--- config.mk ---
export PLATFORM = sky130hd
export DESIGN_NAME = blr_div
export DESIGN_NICKNAME = d
export VERILOG_FILES = /design/src/bit_list_layout_rebalancer_assert.svh /design/src/blr_div.sv
export SDC_FILE = /design/constraint.sdc
export NUM_CORES = 1
export LEC_CHECK = 0
export BUFFER_PORTS_ARGS = -buffer_cell sky130_fd_sc_hd__buf_2
export CAP_MARGIN = 20
export CORE_MARGIN = 1.5
export CORE_UTILIZATION = 45
export CTS_BUF_LIST = sky130_fd_sc_hd__clkbuf_4
export DETAILED_ROUTE_END_ITERATION = 10
export GPL_TIMING_DRIVEN = 0
export PLACE_DENSITY_LB_ADDON = 0.2
export RECOVER_POWER = 50
export SLEW_MARGIN = 10
export SYNTH_ARGS = -nofsm -noshare
export SYNTH_HDL_FRONTEND = slang
export SYNTH_SLANG_ARGS = --single-unit
export TNS_END_PERCENT = 1
--- constraint.sdc ---
create_clock -name clk -period 6.64 [get_ports clk]
set_input_delay 1.328 -clock clk [delete_from_list [all_inputs] [get_ports clk]]
set_output_delay 1.328 -clock clk [all_outputs]
set_load 0.03 [all_outputs]
--- src/bit_list_layout_rebalancer_assert.svh ---
// assertion macros for the bit list layout rebalancer
`ifndef BIT_LIST_LAYOUT_REBALANCER_ASSERT_SVH
`define BIT_LIST_LAYOUT_REBALANCER_ASSERT_SVH
`ifndef SYNTHESIS
`define BLR_ASSERT_SAME(label, clk, rst_n, ante, cons) \
    label: assert property (@(posedge clk) disable iff (!rst_n) (ante) |-> (cons)) \
        else $error("blr assertion failed");
`define BLR_ASSERT_NEXT(label, clk, rst_n, ante, cons) \
    label: assert property (@(posedge clk) disable iff (!rst_n) (ante) |=> (cons)) \
        else $error("blr assertion failed");
`else
`define BLR_ASSERT_SAME(label, clk, rst_n, ante, cons)
`define BLR_ASSERT_NEXT(label, clk, rst_n, ante, cons)
`endif
`endif

--- src/blr_div.sv ---
// restoring divider, one quotient bit per cycle
module blr_div (
    input  logic        clk,
    input  logic        rst_n,
    input  logic        start,
    input  logic [23:0] dividend,
    input  logic [8:0]  divisor,
    output logic        done,
    output logic [23:0] quotient
);
    logic [8:0]  rem_reg, rem_next;
    logic [23:0] quo_reg, quo_next;
    logic [8:0]  dvs_reg, dvs_next;
    logic [4:0]  cnt_reg, cnt_next;
    logic        run_reg, run_next;
    logic        done_reg, done_next;
    logic [9:0]  trial;

    always_comb
    begin
        trial     = {rem_reg, quo_reg[23]};
        rem_next  = rem_reg;
        quo_next  = quo_reg;
        dvs_next  = dvs_reg;
        cnt_next  = cnt_reg;
        run_next  = run_reg;
        done_next = 1'b0;
        if (start)
        begin
            rem_next = '0;
            quo_next = dividend;
            dvs_next = divisor;
            cnt_next = '0;
            run_next = 1'b1;
        end
        else if (run_reg)
        begin
            if (trial >= {1'b0, dvs_reg})
            begin
                rem_next = 9'(trial - {1'b0, dvs_reg});
                quo_next = {quo_reg[22:0], 1'b1};
            end
            else
            begin
                rem_next = trial[8:0];
                quo_next = {quo_reg[22:0], 1'b0};
            end
            cnt_next = cnt_reg + 5'd1;
            if (cnt_reg == 5'd23)
            begin
                run_next  = 1'b0;
                done_next = 1'b1;
            end
        end
    end

    always_ff @(posedge clk or negedge rst_n)
    begin
        if (!rst_n)
        begin
            cnt_reg  <= '0;
            run_reg  <= 1'b0;
            done_reg <= 1'b0;
        end
        else
        begin
            cnt_reg  <= cnt_next;
            run_reg  <= run_next;
            done_reg <= done_next;
        end
    end

    always_ff @(posedge clk)
    begin
        rem_reg <= rem_next;
        quo_reg <= quo_next;
        dvs_reg <= dvs_next;
    end

    assign done     = done_reg;
    assign quotient = quo_reg;
endmodule

==> results of run 1 <==
worst max-delay path, stage by stage:
cell and delay [ns]:
clkbuf_1 0.42, clkbuf_1 0.25, clkbuf_1 0.45, or2_2 0.60
synth_stat cells (all sizes together) (2+ instances only):
library cell,number,area share
o211ai,5,0.017
dfrtp,7,0.071
mux2,24,0.11
nand2,8,0.012
nand4b,3,0.013
a311oi,4,0.017
nand2b,3,0.0076
nand4,2,0.0051
mux2i,7,0.028
o211a,2,0.0081
a21o,2,0.0061
or3,2,0.0071
ha,10,0.051
xnor2,2,0.0071
dfxtp,9,0.073
a211oi,7,0.021
nor2,18,0.027
nand3b,2,0.0061
nand3,3,0.0061
inv,11,0.017
nor3b,2,0.0061
clkbuf,8,0.012
xor2,6,0.021
edfxtp,33,0.40
buf,2,0.0040
a21oi,6,0.012
power by group through the flow:
stage | combinational (mW) | sequential, mW | clock (mW)
final | 0.364 | 0.413 | 0.146
after global routing | 0.404 | 0.421 | 0.164
after CTS | 0.369 | 0.412 | 0.150
after detailed placement | 0.367 | 0.418 | 0
after global placement | 0.359 | 0.418 | 0
after floorplan | 0.245 | 0.451 | 0
path summary, 6_finish.rpt:
kind | from | end | slack [ns] | cells past startpoint
min in group asynchronous | rst_n | done$_DFF_PN0_ | 0.79 | 1
hold reg to reg | rem_reg[2]$_SDFFE_PP0P_ | rem_reg[2]$_SDFFE_PP0P_ | 0.52 | 2
setup reg to reg | quotient[23]$_DFFE_PP_ | quotient[0]$_DFFE_PP_ | 3.86 | 8
hold / removal | rem_reg[2]$_SDFFE_PP0P_ | rem_reg[2]$_SDFFE_PP0P_ | 0.52 | 2
max in group asynchronous | rst_n | cnt_reg[0]$_DFFE_PN0P_ | 5.58 | 1
setup / recovery | start | quotient[15]$_DFFE_PP_ | 3.61 | 4
final cells by class:
| cell class | instances | area [µm²] |
|---|---|---|
| Tap cell | 70 | 87.6 |
| Timing Repair Buffer | 60 | 268 |
| Sequential cell | 49 | 1350 |
| Multi-Input combinational cell | 128 | 1050 |
| Fill cell | 500 | 2310 |
| Buffer | 10 | 40.0 |
| Inverter | 11 | 41.3 |
| Clock buffer | 5 | 37.5 |
| Clock inverter | 3 | 21.3 |
logic make-up (layout without fill, tap and decap cells):
| family | after synthesis | count (layout) |
|---|---|---|
| multiplexers | 31 | 31 |
| flip-flops | 49 | 49 |
| AO/OA/AOI/OAI | 31 | 31 |
| AND/OR/NAND/NOR | 47 | 47 |
| adder cells (fa/ha/maj) | 11 | 11 |
| buffers and inverters | 21 | 89 |
| XOR/XNOR | 8 | 8 |
per-layer routing:
metal | part of all wire | routed length [µm] | GRT usage | up-vias
met4 | 0.010 | 50 | 0.0382 | 0
met5 | 0 | 0 | 0 | -
met3 | 0.042 | 204 | 0.0440 | 5
met2 | 0.48 | 2350 | 0.294 | 37
met1 | 0.47 | 2310 | 0.230 | 853
li1 | - | - | - | 871
metrics by stage:
step                      area (µm²)  utilization
after floorplan                 2480            -
after global placement          2860        0.550
after detailed placement        2860        0.550
after CTS                       2920        0.562
after global routing            2890        0.555
final                           2890        0.555
==> out/summary.txt, run 1 <==
DR DRC count: 0
# rows: 26
critical path required time: 6.67 ns
die height: 77.2 µm
dpl hpwl: 3530 µm
layout cells sized above 1: 0.278
RSZ-0062 raised after global routing: false
Clock Latency Late Sink: 0.38 ns
FF+latch count, synth: 49
CTS tree: yes
drt pass-1 iters: 4
commonest non-fill, non-tap cells in the layout: buf_2, clkbuf_1, edfxtp_1
final setup TNS: 0 ns
Comb pwr share: 0.394
count of unique library cells instantiated by Yosys: 41
CP Launch Type: primary input
Seq/Total Area, Yosys: 0.544
ANT cells: 0
Final Cycle Share: 0.457
Worst-path clk slew: 0.15 ns
first-pass GRT wire length: 8300 µm
post-synthesis compound-gate area fraction: 0.0965
part of the power in registers: 0.447
largest family of logic cells by synthesized area: multiplexers
clock root buffer: clkbuf_4
largest net degree at the start of global routing: 25
Vias per Instance: 5.26
Sw Ratio: 0.380
most common cell after layout, fill and taps aside: buf_2
initial antenna violation count: 0
Final WS setup: 3.61 ns
clk buf depth: 2
hold-fix buffers at CTS: 0
maximum level of the CTS H-tree: 2
DIE AREA: 0.00596 mm²
post-synthesis simple-gate area fraction: 0.103
share of async-settable or async-resettable flops after synthesis: 0.143
top_reg_cell synth: edfxtp_1
clock power share: 0.159
PwrDens: 319 mW/mm²
syn_area_per_cell: 12.5 µm²
max reg flops: 24
post-layout min period: 3.03 ns
yosys warns: 0
CTS sink cnt: 49
Synth Area in Adders: 0.0586
Place WS: 3.39 ns
die span in x: 77.2 µm
crit-path max FO: 24
Slew @ Worst Pin: 0.592 ns
Total Power: 923 µW
port bufs: 60
FMAX: 330 MHz
Worst Clk Skew: 0.0176 ns
Post-synth EDFFs: 33
post-synthesis mux area share: 0.137
Post-CTS Resized: 0
Iteration-0 DRC Markers: 71
max cap viols: 0
final WL: 4910 µm
Total GRT Usage: 0.176
internal cell power: 572 µW
Pleak: 1.19 nW
initial core utilization: 0.476
Cell Area, Synth: 0.00248 mm²
Synth Net Count: 245
kind of critical path: primary input to flip-flop
Max-slew headroom: 0.605
total grt overflow: 0
status: finished, final reports clean
vias in the first global route: 1804
peak supply drop: 0.000160 V
cts bufs inserted: 5
routability cong.: 0.790
Avg WL per Cell: 14.6 µm
NetSw: 351 µW
Worst setup EP type: flip-flop
fin cells: 336
Synth Area in XOR/XNOR: 0.0283
worst path arrival time: 3.06 ns
Placed Instances: 328
Hold Crit Class: flip-flop to flip-flop
DR vias: 1766
Synth Instances: 198
Hold Slack: 0.522 ns
Slew Limit Fails: 0
Hold Fails Final Rpt: 0
Routed Antenna Nets: 0
Setup Fix Bufs, Post-CTS: 0
final setup vio count: 0
synth-to-layout area growth: 16.7%
Core Box Area: 0.00520 mm²
nets: 312
Top Ports: 61
No activity file was read; power rests on OpenSTA's default activity.
==> run 2, diff against run 1 <==
==> constraint.sdc (replaced) <==
create_clock -name clk -period 2.8 [get_ports clk]
set_input_delay 0.56 -clock clk [delete_from_list [all_inputs] [get_ports clk]]
set_output_delay 0.56 -clock clk [all_outputs]
set_load 0.03 [all_outputs]
==> run 2 against run 1 <==
Net effect:
- core utilization up 0.46 points
- via count up 0.40%
- sequential share of layout area down 0.38 points
- register-to-register slack worse by 3.6 ns
- sequential power up 140%
- cell count up 0.30%
- hold slack worse by 0.17 ns
- clock skew up 0.0023 ns
- power up 140%
==> out/summary.txt, run 2 (synthesis results as in run 1) <==
status: finished, final reports clean
Pleak: 1.20 nW (+0.20%)
Setup Fix Bufs, Post-CTS: 0 (unchanged)
Final Cycle Share: 0.906
Slew Limit Fails: 0 (unchanged)
CTS tree: yes
most common cell after layout, fill and taps aside: buf_2
Vias per Instance: 5.26 (about the same)
final setup TNS: 0 ns (unchanged)
DR DRC count: 0 (unchanged)
Max-slew headroom: 0.591 (-0.0140)
Placed Instances: 328 (unchanged)
commonest non-fill, non-tap cells in the layout: buf_2, clkbuf_1, edfxtp_1
RSZ-0062 raised after global routing: false
CTS sink cnt: 49 (unchanged)
largest net degree at the start of global routing: 25 (unchanged)
Hold Fails Final Rpt: 0 (unchanged)
DIE AREA: 0.00596 mm² (unchanged)
total grt overflow: 0 (unchanged)
maximum level of the CTS H-tree: 2 (unchanged)
Worst setup EP type: flip-flop
Total GRT Usage: 0.176 (unchanged)
Top Ports: 61 (unchanged)
initial core utilization: 0.476 (unchanged)
layout cells sized above 1: 0.281 (+0.00270)
kind of critical path: flip-flop to flip-flop
CP startpoint: quotient[23]$_DFFE_PP_
Slew @ Worst Pin: 0.609 ns (+0.0174 ns)
dpl hpwl: 3530 µm (unchanged)
max reg flops: 24 (unchanged)
CP Launch Type: flip-flop
fin cells: 337 (+0.30%)
max cap viols: 0 (unchanged)
FMAX: 394 MHz
drt pass-1 iters: 4 (unchanged)
Iteration-0 DRC Markers: 81 (+14%)
die span in x: 77.2 µm (unchanged)
ANT cells: 0 (unchanged)
Worst Clk Skew: 0.0199 ns (+0.00233 ns)
# rows: 26 (unchanged)
Hold Slack: 0.352 ns (-0.170 ns)
port bufs: 60 (unchanged)
synth-to-layout area growth: 17.7%
peak supply drop: 0.000382 V (+140%)
initial antenna violation count: 0 (unchanged)
PwrDens: 758 mW/mm² (+140%)
Clock Latency Late Sink: 0.39 ns (about the same)
cts bufs inserted: 5 (unchanged)
final WL: 4910 µm (about the same)
vias in the first global route: 1804 (unchanged)
Core Box Area: 0.00520 mm² (unchanged)
final setup vio count: 0 (unchanged)
nets: 313 (+0.32%)
first-pass GRT wire length: 8300 µm (unchanged)
die height: 77.2 µm (unchanged)
worst hold start: divisor[2]
Avg WL per Cell: 14.6 µm (-0.32%)
RR Startpoint: quotient[23]$_DFFE_PP_
Worst-path clk slew: 0.16 ns (about the same)
crit-path max FO: 8 (-67%)
clk buf depth: 2 (unchanged)
routability cong.: 0.790 (unchanged)
Hold Crit Class: primary input to flip-flop
post-layout min period: 2.54 ns
critical path required time: 2.97 ns (-3.70 ns)
DR vias: 1773 (+0.40%)
worst path arrival time: 2.70 ns (-0.36 ns)
Routed Antenna Nets: 0 (unchanged)
clock root buffer: clkbuf_4
run 2: cell types whose count changed in the layout (fill, tap and decap cells not counted):
| cell | before | now |
|---|---|---|
| a211oi_1 | 7 | 6 |
| a211oi_2 | 0 | 1 |
| dlygate4sd3_1 | 0 | 1 |
| o211ai_2 | 1 | 0 |
| o211ai_4 | 0 | 1 |
run 2: power breakdown:
group	leakage [nW]	switching (mW)	internal, mW
clock network	0.0316	0.248	0.100
registers	0.507	0.0815	0.896
logic	0.657	0.514	0.370
run 2: path summary, 6_finish.rpt:
check,endpoint,slack (ns),cells after the start
worst max-delay path,quotient[0]$_DFFE_PP_,0.26,8
worst min-delay path,dvs_reg[2]$_DFFE_PP_,0.35,1
worst max register to register,quotient[0]$_DFFE_PP_,0.26,8
worst min register to register,rem_reg[2]$_SDFFE_PP0P_,0.52,2
max in group asynchronous,cnt_reg[0]$_DFFE_PN0P_,1.97,2
min in group asynchronous,done$_DFF_PN0_,0.56,2
run 2: what timing repair did:
item | CTS | global route
endpoints found under the setup margin | 0 | 9
gates resized for setup | 0 | 2
hold endpoints to repair | 7 | 0
hold buffers | 1 | 0
run 2: cell type report:
class | count | area, µm²
buffer | 10 | 40.0
clock buffer | 5 | 37.5
clock inverter | 3 | 21.3
fill | 496 | 2290
inverter | 11 | 41.3
multi-input combinational | 128 | 1060
sequential | 49 | 1350
tap | 70 | 87.6
timing repair buffer | 61 | 278
run 2: critical path: stages (launching register included):
cell      delay, ns
edfxtp_1       0.45
inv_1          0.08
ha_1           0.15
inv_1          0.05
fa_1           0.41
a211oi_2       0.37
o21a_1         0.30
o211ai_4       0.18
mux2_2         0.33
run 2: routing by layer:
| metal | share of wire | track usage | vias to the layer above |
|---|---|---|---|
| li1 | - | - | 872 |
| met1 | 0.48 | 0.230 | 862 |
| met2 | 0.47 | 0.294 | 35 |
| met3 | 0.038 | 0.0440 | 4 |
| met4 | 0.0096 | 0.0382 | 0 |
| met5 | 0 | 0 | - |
run 2: metrics by stage:
stage	worst slack, ns	instance area [µm²]	power [mW]	utilization
CTS	0.0221	2930	2.21	0.563
global route	0.0810	2910	2.36	0.560
floorplan	0.210	2480	1.65	-
global placement	0.0592	2860	1.84	0.550
detailed placement	0.0509	2860	1.86	0.550
finish	0.264	2910	2.21	0.560
==> run 3, diff against run 2 <==
--- a/config.mk
+++ b/config.mk
@@ -14,6 +14,7 @@
 export GPL_TIMING_DRIVEN = 0
 export PLACE_DENSITY_LB_ADDON = 0.2
 export RECOVER_POWER = 50
+export REMOVE_ABC_BUFFERS = 1
 export SLEW_MARGIN = 10
 export SYNTH_ARGS = -nofsm -noshare
 export SYNTH_HDL_FRONTEND = slang
==> run 3 against run 2 <==
Net effect:
- cell count decreased by 3.0%
- register-to-register slack lost 0.06 ns
- clock skew fell by 0.0098 ns
==> out/summary.txt, run 3 (synthesis results as in run 1) <==
max cap viols: 0 (unchanged)
port bufs: 60 (unchanged)
Hold Fails Final Rpt: 0 (unchanged)
Total Power: 2.25 mW (+2.0%)
register area: 0.00135 mm² (unchanged)
initial antenna violation count: 0 (unchanged)
Routed Antenna Nets: 0 (unchanged)
Worst-path clk slew: 0.15 ns (about the same)
Worst setup EP type: flip-flop
Largest stage delay, worst path: 0.44 ns (about the same)
most frequent CP cell: inv_1
Clock Latency Late Sink: 0.37 ns (-0.02 ns)
largest net degree at the start of global routing: 51 (+100%)
final setup TNS: 0 ns (unchanged)
peak supply drop: 0.000326 V (-15%)
critical path required time: 2.95 ns (-0.02 ns)
max reg flops: 24 (unchanged)
Sw Ratio: 0.357 (-0.0250)
die span in x: 77.2 µm (unchanged)
total grt overflow: 0 (unchanged)
CTS sink cnt: 49 (unchanged)
final setup vio count: 0 (unchanged)
final WL: 4360 µm (-11%)
Setup Fix Bufs, Post-CTS: 0 (unchanged)
CTS tree: yes
clk buf depth: 2 (unchanged)
Slew Limit Fails: 0 (unchanged)
Slew @ Worst Pin: 1.14 ns (+0.528 ns)
Total GRT Usage: 0.157 (-0.0186)
Pleak: 1.20 nW (about the same)
post-layout min period: 2.60 ns (+0.0636 ns)
Fillers: 480 (-3.2%)
Buf/Inv on CP: 2 (unchanged)
internal cell power: 1.45 mW (+6.1%)
CP Launch Type: flip-flop
# rows: 26 (unchanged)
PwrDens: 780 mW/mm² (+2.9%)
Comb pwr share: 0.379 (-0.021)
maximum level of the CTS H-tree: 2 (unchanged)
crit-path max FO: 8 (unchanged)
Stages on worst setup path: 8 (unchanged)
die height: 77.2 µm (unchanged)
cts bufs inserted: 5 (unchanged)
worst path cell trace: inv_1, ha_1, inv_1, fa_1, a211oi_2, o21a_1, o211ai_2, mux2_2
clock power share: 0.191 (+0.033)
Multi-input gate area: 0.00105 mm² (-0.82%)
Avg WL per Cell: 13.3 µm (-8.5%)
Max-slew headroom: 0.242 (-0.350)
commonest non-fill, non-tap cells in the layout: edfxtp_1, buf_2, clkbuf_1
Hold Crit Class: primary input to flip-flop
FMAX: 385 MHz (-2.4%)
clock root buffer: clkbuf_4
first-pass GRT wire length: 7460 µm (-10%)
FF-to-FF path depth: 8 (unchanged)
worst path arrival time: 2.75 ns (+0.05 ns)
Vias per Instance: 5.11 (-2.9%)
Iteration-0 DRC Markers: 119 (+47%)
Final Cycle Share: 0.929 (+0.0227)
DR vias: 1670 (-5.8%)
part of the power in registers: 0.430 (-0.012)
status: finished, final reports clean
kind of critical path: flip-flop to flip-flop
RSZ-0062 raised after global routing: false
initial core utilization: 0.476 (unchanged)
ANT cells: 0 (unchanged)
Slowest cell on crit path: edfxtp_1
nets: 303 (-3.2%)
synth-to-layout area growth: 16.7%
routability cong.: 0.725 (-8.3%)
Top Ports: 61 (unchanged)
layout cells sized above 1: 0.280 (-0.000743)
Core Box Area: 0.00520 mm² (unchanged)
vias in the first global route: 1616 (-10%)
worst hold path stage count: 1 (unchanged)
NetSw: 804 µW (-4.7%)
drt pass-1 iters: 4 (unchanged)
delay-heaviest family, CP: compound AO/OA/AOI/OAI gates
Worst Clk Skew: 0.0101 ns (-0.00982 ns)
DR DRC count: 0 (unchanged)
DIE AREA: 0.00596 mm² (unchanged)
dpl hpwl: 2990 µm (-15%)
==> run 3: through the flow <==
| stage | setup WS [ns] | utilization | cell area (µm²) | hold slack, ns | cells |
|---|---|---|---|---|---|
| floorplan | 0.210 | - | 2440 | 0.264 | 188 |
| global placement | 0.0621 | 0.543 | 2820 | 0.403 | 318 |
| detailed placement | 0.0410 | 0.543 | 2820 | 0.404 | 318 |
| CTS | 0.0204 | 0.560 | 2920 | 0.330 | 327 |
| global route | 0.0857 | 0.555 | 2890 | 0.312 | 327 |
| finish | 0.200 | 0.555 | 2890 | 0.350 | 327 |
==> run 3: repair_timing <==
action | 4_1_cts | 5_1_grt
resized for setup | 0 | 1
setup endpoints to repair | 0 | 3
endpoints found under the hold margin | 7 | 0
hold buffers | 1 | 0
==> run 3: cell type report <==
type	instances	area share
clock buffers	5	0.0130
clock inverters	3	0.0156
inverters	11	0.0143
multi-input cells	128	0.365
flip-flops and latches	49	0.466
well taps	70	0.0303
repair buffers	61	0.0961
==> run 3: metal layers <==
metal / global-route usage / part of all wire / vias to the layer above
met5: 0 / 0 / -
met3: 0.0417 / 0.049 / 6
li1: - / - / 847
met2: 0.233 / 0.43 / 42
met4: 0.0582 / 0.014 / 0
met1: 0.220 / 0.50 / 775
==> run 3: final timing paths <==
kind / startpoint / endpoint / slack [ns]
worst max register to register: quotient[23]$_DFFE_PP_ / quotient[0]$_DFFE_PP_ / 0.20
worst min-delay path: divisor[3] / dvs_reg[3]$_DFFE_PP_ / 0.35
min in group asynchronous: rst_n / cnt_reg[2]$_DFFE_PN0P_ / 0.59
worst min register to register: rem_reg[2]$_SDFFE_PP0P_ / rem_reg[2]$_SDFFE_PP0P_ / 0.51
max in group asynchronous: rst_n / cnt_reg[3]$_DFFE_PN0P_ / 1.95
worst max-delay path: quotient[23]$_DFFE_PP_ / quotient[0]$_DFFE_PP_ / 0.20
==> run 3: power groups by stage <==
stage	clock network, mW	logic [mW]	registers (mW)
2_1_floorplan	0	0.569	1.07
3_3_place_gp	0	0.850	0.982
3_5_place_dp	0	0.861	0.983
4_1_cts	0.442	0.869	0.969
5_1_grt	0.474	0.946	0.988
6_report	0.430	0.855	0.969
